[config.mk]
export PLATFORM = sky130hd
export DESIGN_NAME = cbt_ctrl
export DESIGN_NICKNAME = d
export VERILOG_FILES = /design/src/design/cbt_pkg.sv /design/src/design/cbt_ctrl.sv
export SDC_FILE = /design/constraint.sdc
export NUM_CORES = 1
export LEC_CHECK = 0
export ABC_AREA = 1
export BUFFER_PORTS_ARGS = -buffer_cell sky130_fd_sc_hd__buf_2
export CAP_MARGIN = 20
export CORE_ASPECT_RATIO = 0.5
export CORE_UTILIZATION = 30
export DETAILED_ROUTE_END_ITERATION = 12
export PLACE_DENSITY = 0.61
export SETUP_SLACK_MARGIN = 0.05
export SLEW_MARGIN = 15
export SYNTH_ARGS = -nofsm -noshare
export SYNTH_HDL_FRONTEND = slang
export SYNTH_SLANG_ARGS = --single-unit
export TNS_END_PERCENT = 30
[constraint.sdc]
create_clock -name i_clk -period 2.3 [get_ports i_clk]
set_clock_uncertainty 0.2 [all_clocks]
set_input_delay 0 -clock i_clk [delete_from_list [all_inputs] [get_ports i_clk]]
set_output_delay 0 -clock i_clk [all_outputs]
set_load 0.02 [all_outputs]
[src/design/cbt_pkg.sv]
// Shared constants, command struct and helpers for the B-spline tessellator.
// No dependencies; imported by cbt_ctrl, cbt_datapath and the top level.
package cbt_pkg;

    localparam int DEF_MAX_SEGMENTS = 16;
    localparam int SEG_W            = 5;
    localparam logic [SEG_W-1:0] SEG_RESET = 5'd4;

    localparam int COORD_W = 32;
    localparam int WGT_W   = 16;
    localparam int FRAC_W  = 16;
    localparam int PROD_W  = COORD_W + WGT_W + 1;
    localparam int ACC_W   = PROD_W + 2;
    localparam int Q_W     = ACC_W - FRAC_W;

    localparam int N_TERMS = 4;
    localparam int TERM_W  = 2;
    localparam int KW      = $clog2(N_TERMS + 1);

    // weights at t = 0: 1/6, 4/6, 1/6, 0 in Q0.16, rounded
    localparam logic [WGT_W-1:0] W_T0_OUTER = 16'd10923;
    localparam logic [WGT_W-1:0] W_T0_INNER = 16'd43691;

    function automatic int eff_max(input int max_seg);
        int reg_max;
        reg_max = (2 ** SEG_W) - 1;
        return (max_seg < reg_max) ? max_seg : reg_max;
    endfunction

    typedef struct packed {
        logic              load_pt;
        logic              fill_win;
        logic              shift_win;
        logic              rom_rd;
        logic              wt_j0;
        logic              mul_en;
        logic [TERM_W-1:0] mul_sel;
        logic              mac_clr;
        logic              mac_en;
        logic              out_load;
        logic              out_last;
    } t_dp_cmd;

endpackage

[src/design/cbt_ctrl.sv]
// Controller: handshakes, segment register, span/sample/term sequencing.
// Depends on cbt_pkg; drives cbt_datapath through t_dp_cmd.
module cbt_ctrl import cbt_pkg::*; #(
    parameter int MAX_SEGMENTS = DEF_MAX_SEGMENTS,
    localparam int NMAX = eff_max(MAX_SEGMENTS),
    localparam int IW   = (NMAX > 1) ? $clog2(NMAX) : 1,
    localparam int CW   = $clog2(NMAX + 1)
) (
    input  logic             i_clk,
    input  logic             i_rst_n,
    input  logic             i_in_valid,
    output logic             o_in_ready,
    input  logic             i_final_point,
    input  logic             i_cfg_valid,
    output logic             o_cfg_ready,
    input  logic [SEG_W-1:0] i_segments_per_span,
    output logic             o_out_valid,
    input  logic             i_out_ready,
    output t_dp_cmd          o_cmd,
    output logic [IW-1:0]    o_n_idx,
    output logic [IW-1:0]    o_j_idx
);

    localparam logic [1:0] S_IDLE = 2'd0;
    localparam logic [1:0] S_ROM  = 2'd1;
    localparam logic [1:0] S_MAC  = 2'd2;
    localparam logic [1:0] S_OUT  = 2'd3;
    localparam logic [KW-1:0] K_LAST = KW'(N_TERMS);

    logic [1:0]       r_state, n_state;
    logic [KW-1:0]    r_k, n_k;
    logic [CW-1:0]    r_j, n_j;
    logic [CW-1:0]    r_n, n_n;
    logic [1:0]       r_spans, n_spans;
    logic             r_fin, n_fin;
    logic             r_first, n_first;
    logic             r_seen, n_seen;
    logic             r_ov, n_ov;
    logic [SEG_W-1:0] r_seg, n_seg;

    logic [SEG_W-1:0] w_seg_clamp;
    logic [CW-1:0]    w_nm1;
    logic [CW-1:0]    w_jm1;
    logic             w_span_end;
    logic             w_out_free;

    assign w_seg_clamp = (r_seg == '0) ? SEG_W'(1) :
                         (r_seg > SEG_W'(NMAX)) ? SEG_W'(NMAX) : r_seg;
    assign w_nm1       = r_n - CW'(1);
    assign w_jm1       = r_first ? '0 : (r_j - CW'(1));
    assign w_span_end  = r_first || (r_j == r_n);
    assign w_out_free  = !r_ov || i_out_ready;

    always_comb begin
        n_state = r_state;
        n_k     = r_k;
        n_j     = r_j;
        n_n     = r_n;
        n_spans = r_spans;
        n_fin   = r_fin;
        n_first = r_first;
        n_seen  = r_seen;
        n_ov    = r_ov;
        n_seg   = r_seg;
        o_cmd   = '0;
        if (i_cfg_valid) begin
            n_seg = i_segments_per_span;
        end
        if (r_ov && i_out_ready) begin
            n_ov = 1'b0;
        end
        case (r_state)
            S_IDLE: begin
                if (i_in_valid) begin
                    o_cmd.load_pt = 1'b1;
                    n_n     = w_seg_clamp[CW-1:0];
                    n_fin   = i_final_point;
                    n_spans = i_final_point ? 2'd2 : 2'd0;
                    if (!r_seen) begin
                        // first point: lone t = 0 sample
                        o_cmd.fill_win = 1'b1;
                        n_first = 1'b1;
                        n_j     = '0;
                        n_seen  = 1'b1;
                    end else begin
                        n_first = 1'b0;
                        n_j     = CW'(1);
                    end
                    n_state = S_ROM;
                end
            end
            S_ROM: begin
                o_cmd.rom_rd = 1'b1;
                o_cmd.wt_j0  = r_first;
                n_k     = '0;
                n_state = S_MAC;
            end
            S_MAC: begin
                o_cmd.mul_en  = (r_k < K_LAST);
                o_cmd.mul_sel = r_k[TERM_W-1:0];
                o_cmd.mac_clr = (r_k == '0);
                o_cmd.mac_en  = (r_k != '0);
                n_k = r_k + KW'(1);
                if (r_k == K_LAST) begin
                    n_state = S_OUT;
                end
            end
            S_OUT: begin
                if (w_out_free) begin
                    o_cmd.out_load = 1'b1;
                    o_cmd.out_last = r_fin && (r_spans == 2'd0) && w_span_end;
                    n_ov = 1'b1;
                    if (!w_span_end) begin
                        n_j     = r_j + CW'(1);
                        n_state = S_ROM;
                    end else begin
                        if (!r_first) begin
                            o_cmd.shift_win = 1'b1;
                        end
                        if (r_spans != 2'd0) begin
                            // trailing pad spans
                            n_spans = r_spans - 2'd1;
                            n_j     = CW'(1);
                            n_first = 1'b0;
                            n_state = S_ROM;
                        end else begin
                            if (r_fin) begin
                                n_seen = 1'b0;
                            end
                            n_state = S_IDLE;
                        end
                    end
                end
            end
            default: begin
                n_state = S_IDLE;
            end
        endcase
    end

    always_ff @(posedge i_clk) begin
        if (!i_rst_n) begin
            r_state <= S_IDLE;
            r_k     <= '0;
            r_j     <= '0;
            r_n     <= CW'(1);
            r_spans <= '0;
            r_fin   <= 1'b0;
            r_first <= 1'b0;
            r_seen  <= 1'b0;
            r_ov    <= 1'b0;
            r_seg   <= SEG_RESET;
        end else begin
            r_state <= n_state;
            r_k     <= n_k;
            r_j     <= n_j;
            r_n     <= n_n;
            r_spans <= n_spans;
            r_fin   <= n_fin;
            r_first <= n_first;
            r_seen  <= n_seen;
            r_ov    <= n_ov;
            r_seg   <= n_seg;
        end
    end

    assign o_in_ready  = (r_state == S_IDLE);
    assign o_cfg_ready = 1'b1;
    assign o_out_valid = r_ov;
    assign o_n_idx     = w_nm1[IW-1:0];
    assign o_j_idx     = w_jm1[IW-1:0];

endmodule

==> impl_metrics.env, run 1 <==
export IMPL_peakVddDrop_mv=0.339
export IMPL_ctsRootBufferMaster="clkbuf_8"
export IMPL_startpoint_type="input pin"
export IMPL_drc=0
export IMPL_avgSynthCellArea_um2=6.84
export IMPL_finalPower_w=0.00218
export IMPL_synth_ff_type="dfxtp_1"
export IMPL_min_period_ns=1.99
export IMPL_slowest_stage="dlygate4sd3_1"
export IMPL_drtAntennaViolNets=0
export IMPL_die_area_um2=5670
export IMPL_route_vias_total=1593
export IMPL_grt_util_all_layers_pct=14.0
export IMPL_cap_violations=0
export IMPL_io_pins=34
export IMPL_finalMaxSlewViolations=0
export IMPL_start_util_pct=31.8
export IMPL_via_per_inst=4.47
export IMPL_wl_um=3810
export IMPL_grt_max_degree=17
export IMPL_fp_dieW_um=105
export IMPL_firstDrtPassIters=6
export IMPL_cp_slowest_stage_delay_ns=0.58
export IMPL_cts_buffers_inserted=3
export IMPL_wl_per_cell_um=10.7
export IMPL_syn_nets=256
export IMPL_syn_area_um2=1610
export IMPL_n_antenna_cell=0
export IMPL_post_cts_setup_buffers=0
export IMPL_clock_sinks=26
export IMPL_hp_class="reg2reg"
export IMPL_synth_warnings=0
export IMPL_finalCritPeriodShare_pct=86.6
export IMPL_clkTransAtPathRegs_ns=0.09
export IMPL_synth_edf_count=0
export IMPL_layout_drive_gt1_share_pct=21.0
export IMPL_nFillCells=536
export IMPL_status="completed"
export IMPL_worst_slack_ns=0.309
export IMPL_ys_ff_latch=26
export IMPL_rsz0062_at_grt="no"
export IMPL_worstSetupPathType="in2reg"
export IMPL_drt_iter0_drc=69
export IMPL_grt_overflow=0
export IMPL_io_buffers=32
export IMPL_clock_path_buffers=2
export IMPL_place_ws_ns=0.392
export IMPL_ys_types=30
export IMPL_max_clock_freq_ghz=0.502
export IMPL_cp_common_cell="dlygate4sd3_1"
export IMPL_cts_resized=0
export IMPL_cp_data_arrival_time_ns=1.96
export IMPL_die_h_um=53.7
export IMPL_insertion_delay_ns=0.27
export IMPL_row_count=18
export IMPL_grt_pass1_vias=1386
export IMPL_cts_tree="yes"
export IMPL_setup_viol=0
export IMPL_nets=308
export IMPL_cp_required_ns=2.27
export IMPL_p_leak_nw=1.02
export IMPL_setup_tns_ns=0
export IMPL_powerDensity_nw_per_um2=1040
export IMPL_hold_viol=0
export IMPL_end_kind="flop"
export IMPL_syn_to_final_growth_pct=30.3
export IMPL_antenna_found_initial=0
export IMPL_async_reset_ff_share_pct=0
export IMPL_place_congestion=0.817
export IMPL_seq_area_frac_synth_pct=32.4
export IMPL_h_tree_depth=1
export IMPL_path_max_fanout=1
export IMPL_grt_pass1_wl_um=6300
export IMPL_place_hpwl_um=2710
export IMPL_netlist_instances=235
export IMPL_core_area_um2=5040
export IMPL_crit_chain="dlygate4sd3_1 -> buf_2 -> nor2_1 -> dlygate4sd3_1 -> nor2_1 -> dlygate4sd3_1"
-- cells in the mapped netlist (2+ instances only) --
| library cell | instances | area, µm² |
|---|---|---|
| nand3_4 | 2 | 35.0 |
| nor3_1 | 4 | 20.0 |
| o21ai_0 | 12 | 60.1 |
| inv_2 | 7 | 26.3 |
| nor2_4 | 3 | 33.8 |
| a21oi_1 | 17 | 85.1 |
| xnor2_1 | 2 | 17.5 |
| nand2_1 | 42 | 158 |
| nand3_1 | 16 | 80.1 |
| nand2_2 | 9 | 56.3 |
| buf_2 | 2 | 10.0 |
| nor2_1 | 36 | 135 |
| ha_1 | 10 | 125 |
| inv_1 | 28 | 105 |
| dfxtp_1 | 26 | 521 |
| xor2_1 | 5 | 43.8 |
-- worst paths after layout --
kind                          startpoint    endpoint  slack [ns]  cells after the start
setup / recovery  i_segments_per_span[3]    r_seg[3]        0.31                      6
hold reg to reg               r_spans[1]  r_spans[1]        0.28                      2
hold / removal                r_spans[1]  r_spans[1]        0.28                      2
setup reg to reg              r_state[0]       r_fin        0.34                      6
-- area by class of cell --
cell class / count / area (µm²) / area share, %
Multi-Input combinational cell: 168 / 918 / 43.9
Sequential cell: 26 / 520 / 24.9
Timing Repair Buffer: 52 / 360 / 17.2
Inverter: 36 / 135 / 6.46
Tap cell: 70 / 87.6 / 4.18
Clock buffer: 3 / 41.3 / 1.97
Clock inverter: 1 / 30.0 / 1.43
-- metrics by stage --
step                      hold slack (ns)  instances  utilization, %  instance area (µm²)
after global routing                0.307        356            41.5                 2090
after detailed placement           0.0201        332            36.1                 1820
after global placement             0.0136        332            36.1                 1820
after CTS                           0.281        356            41.5                 2090
final                               0.276        356            41.5                 2090
after floorplan                   -0.0779        235               -                 1610
-- repair_timing --
action / CTS / global route
endpoints found under the setup margin: 0 / 0
hold buffers: 20 / 0
endpoints found under the hold margin: 20 / 0
-- flip-flops by register name (all words and copies together) (netlist names) --
name / cells
r_seg: 5
r_spans: 2
o_out_valid: 1
r_fin: 1
r_state: 2
r_n: 5
r_first: 1
r_j: 5
r_k: 3
r_seen: 1
-- cell usage in the layout, fill, tap and decap left out, types with 2 or more instances in the layout --
cell and n:
xnor2_1 2, xor2_1 5, inv_2 7, inv_1 28, dfxtp_1 26, a21oi_1 17
clkbuf_8 3, nand3_1 16, ha_1 10, buf_2 32, nand2_2 9, nand2_1 42
nor2_4 3, dlygate4sd3_1 20, nand3_4 2, o21ai_0 12, nor2_1 36, nor3_1 4
-- cells by family after synthesis --
group,Yosys count,synth area share (%)
and+or+nand+nor,117,34.4
buffers and inverters,41,10.4
AOI/OAI and AO/OA,33,10.9
DFF,26,32.4
adders and majority gates,10,7.79
xor gates and xnor gates,7,3.82
other,1,0.233
-- worst max-delay path: cells and delay by family --
family | cells | cell delay (ns)
buffers and inverters | 4 | 1.79
AND/OR/NAND/NOR | 2 | 0.17
-- where the power goes --
group          internal, W  total (W)  switching, W
clock network     0.000233   0.000380      0.000147
registers         0.000545   0.000654      0.000109
logic             0.000411    0.00115      0.000735
total              0.00119    0.00218      0.000992
-- per-layer routing --
metal / wire length [µm] / track usage, % / up-vias
met1: 1880 / 18.4 / 709
met4: 36 / 3.01 / 0
met2: 1730 / 23.9 / 34
met5: 0 / 0 / -
met3: 160 / 3.27 / 6
li1: - / - / 844
Power figures use the tool's default switching activity.
==> run 2, diff against run 1 <==
--- a/config.mk
+++ b/config.mk
@@ -6,7 +6,7 @@
 export NUM_CORES = 1
 export LEC_CHECK = 0
 export ABC_AREA = 1
-export BUFFER_PORTS_ARGS = -buffer_cell sky130_fd_sc_hd__buf_2
+export BUFFER_PORTS_ARGS = -buffer_cell sky130_fd_sc_hd__buf_4
 export CAP_MARGIN = 20
 export CORE_ASPECT_RATIO = 0.5
 export CORE_UTILIZATION = 30
==> run 2 against run 1 <==
Effect of this change: cell count is the same; utilization grew 1.6 points; maximum frequency shrank 2.1%; design area grew 3.8%; global-route usage grew 0.097 points; sequential power is essentially flat; critical endpoint is now r_fin; highest routed layer unchanged; critical path depth is the same; clock-buffer cell count is the same.
==> impl_metrics.env, run 2 (synthesized netlist as in run 1, its figures left out) <==
export IMPL_status="completed"
export IMPL_rsz0062_at_grt="no"
export IMPL_multi_input_area_um2=918
export IMPL_syn_to_final_growth_pct=35.3
export IMPL_h_tree_depth=1
export IMPL_drc=0
export IMPL_place_hpwl_um=2730
export IMPL_row_count=18
export IMPL_finalMaxSlewViolations=0
export IMPL_reg2reg_setup_slack_ns=0.27
export IMPL_layout_common_cells="nand2_1, nor2_1, buf_4"
export IMPL_ctsRootBufferMaster="clkbuf_8"
export IMPL_layout_drive_gt1_share_pct=21.0
export IMPL_start_util_pct=31.8
export IMPL_min_path_cells=2
export IMPL_io_pins=34
export IMPL_clock_sinks=26
export IMPL_wl_um=3840
export IMPL_finalCritPeriodShare_pct=88.4
export IMPL_hold_end="r_spans[1]"
export IMPL_reg_top3="r_j x5, r_n x5, r_seg x5"
export IMPL_cts_resized=0
export IMPL_io_buffers=32
export IMPL_cts_tree="yes"
export IMPL_fp_dieW_um=105
export IMPL_worstSetupPathType="reg2reg"
export IMPL_die_area_um2=5670
export IMPL_core_area_um2=5040
export IMPL_die_h_um=53.7
export IMPL_hold_worst_slack_ns=0.273
export IMPL_n_antenna_cell=0
export IMPL_grt_max_degree=17
export IMPL_nFillCells=538
export IMPL_place_ws_ns=0.418
export IMPL_setup_viol=0
export IMPL_peakVddDrop_mv=0.341
export IMPL_clkTransAtPathRegs_ns=0.09
export IMPL_grt_overflow=0
export IMPL_cts_buffers_inserted=3
export IMPL_worst_slack_ns=0.266
export IMPL_r2r_cells=6
export IMPL_p_leak_nw=1.04
export IMPL_seq_area_um2=520
export IMPL_antenna_found_initial=0
export IMPL_stdcell_area_um2=2170
export IMPL_clock_path_buffers=2
export IMPL_r2r_start="r_state[1]"
export IMPL_wl_per_cell_um=10.8
export IMPL_r2r_end="r_fin"
export IMPL_final_common_cell="nand2_1"
export IMPL_insertion_delay_ns=0.28
export IMPL_cp_data_arrival_time_ns=2.01
export IMPL_min_period_ns=2.03
export IMPL_min_from="r_spans[1]"
export IMPL_startpoint_type="flop"
export IMPL_placed_cell_area_um2=1900
export IMPL_setup_tns_ns=0
export IMPL_grt_pass1_vias=1442
export IMPL_route_vias_total=1582
export IMPL_nets=308
export IMPL_cp_required_ns=2.28
export IMPL_cap_violations=0
export IMPL_grt_util_all_layers_pct=14.1
export IMPL_grt_pass1_wl_um=6300
export IMPL_via_per_inst=4.44
export IMPL_drtAntennaViolNets=0
export IMPL_max_clock_freq_ghz=0.492
export IMPL_end_kind="flop"
export IMPL_powerDensity_nw_per_um2=1040
export IMPL_hp_class="reg2reg"
export IMPL_drt_iter0_drc=63
export IMPL_firstDrtPassIters=6
export IMPL_place_congestion=0.799
export IMPL_path_max_fanout=7
export IMPL_hold_viol=0
[run 2: critical path, stage by stage (launching register included)]
cell and delay (ns):
dfxtp_1 0.35, inv_1 0.10, ha_1 0.25, nand2_1 0.20, o21ai_0 0.20, dlygate4sd3_1 0.58, nor2_1 0.04
[run 2: area by class of cell]
type / count / area share (%)
clock buffer: 3 / 1.90
timing repair buffer: 52 / 20.3
clock inverter: 1 / 1.38
inverter: 36 / 6.22
multi-input combinational: 168 / 42.3
sequential: 26 / 23.9
tap: 70 / 4.03
[run 2: timing repair]
item / 4_1_cts / 5_1_grt
setup buffers: 0 / 0
hold buffers: 20 / 0
endpoints found under the hold margin: 24 / 0
setup endpoints to repair: 0 / 0
[run 2: through the flow]
stage / total power [W] / instances / utilization [%]
after detailed placement: 0.00186 / 332 / 37.7
after global placement: 0.00185 / 332 / 37.7
after CTS: 0.00228 / 356 / 43.1
after global routing: 0.00245 / 356 / 43.1
after floorplan: 0.00151 / 235 / -
final: 0.00227 / 356 / 43.1
[run 2: worst max-delay path by stage]
stage	start	to	slack, ns	cells past startpoint
after detailed placement	r_state[0]	r_first	0.42	10
after global placement	r_state[0]	r_first	0.44	10
after floorplan	r_state[0]	r_j[3]	0.44	8
after global routing	r_state[1]	r_fin	0.08	6
final	r_state[1]	r_fin	0.27	6
after CTS	r_state[1]	r_fin	0.31	6
[run 2: report_power, final]
group | internal (W) | switching, W | leakage (nW)
logic | 0.000486 | 0.000737 | 0.786
registers | 0.000545 | 0.000112 | 0.214
clock network | 0.000233 | 0.000153 | 0.0357
total | 0.00126 | 0.00100 | 1.04
[run 2: per-layer routing]
layer	share of wire [%]	vias up	wire length (µm)	global-route usage, %
li1	-	841	-	-
met1	50	718	1920	17.3
met2	46	17	1760	26.0
met3	3.0	6	114	3.03
met4	1.3	0	50	3.47
met5	0	-	0	0
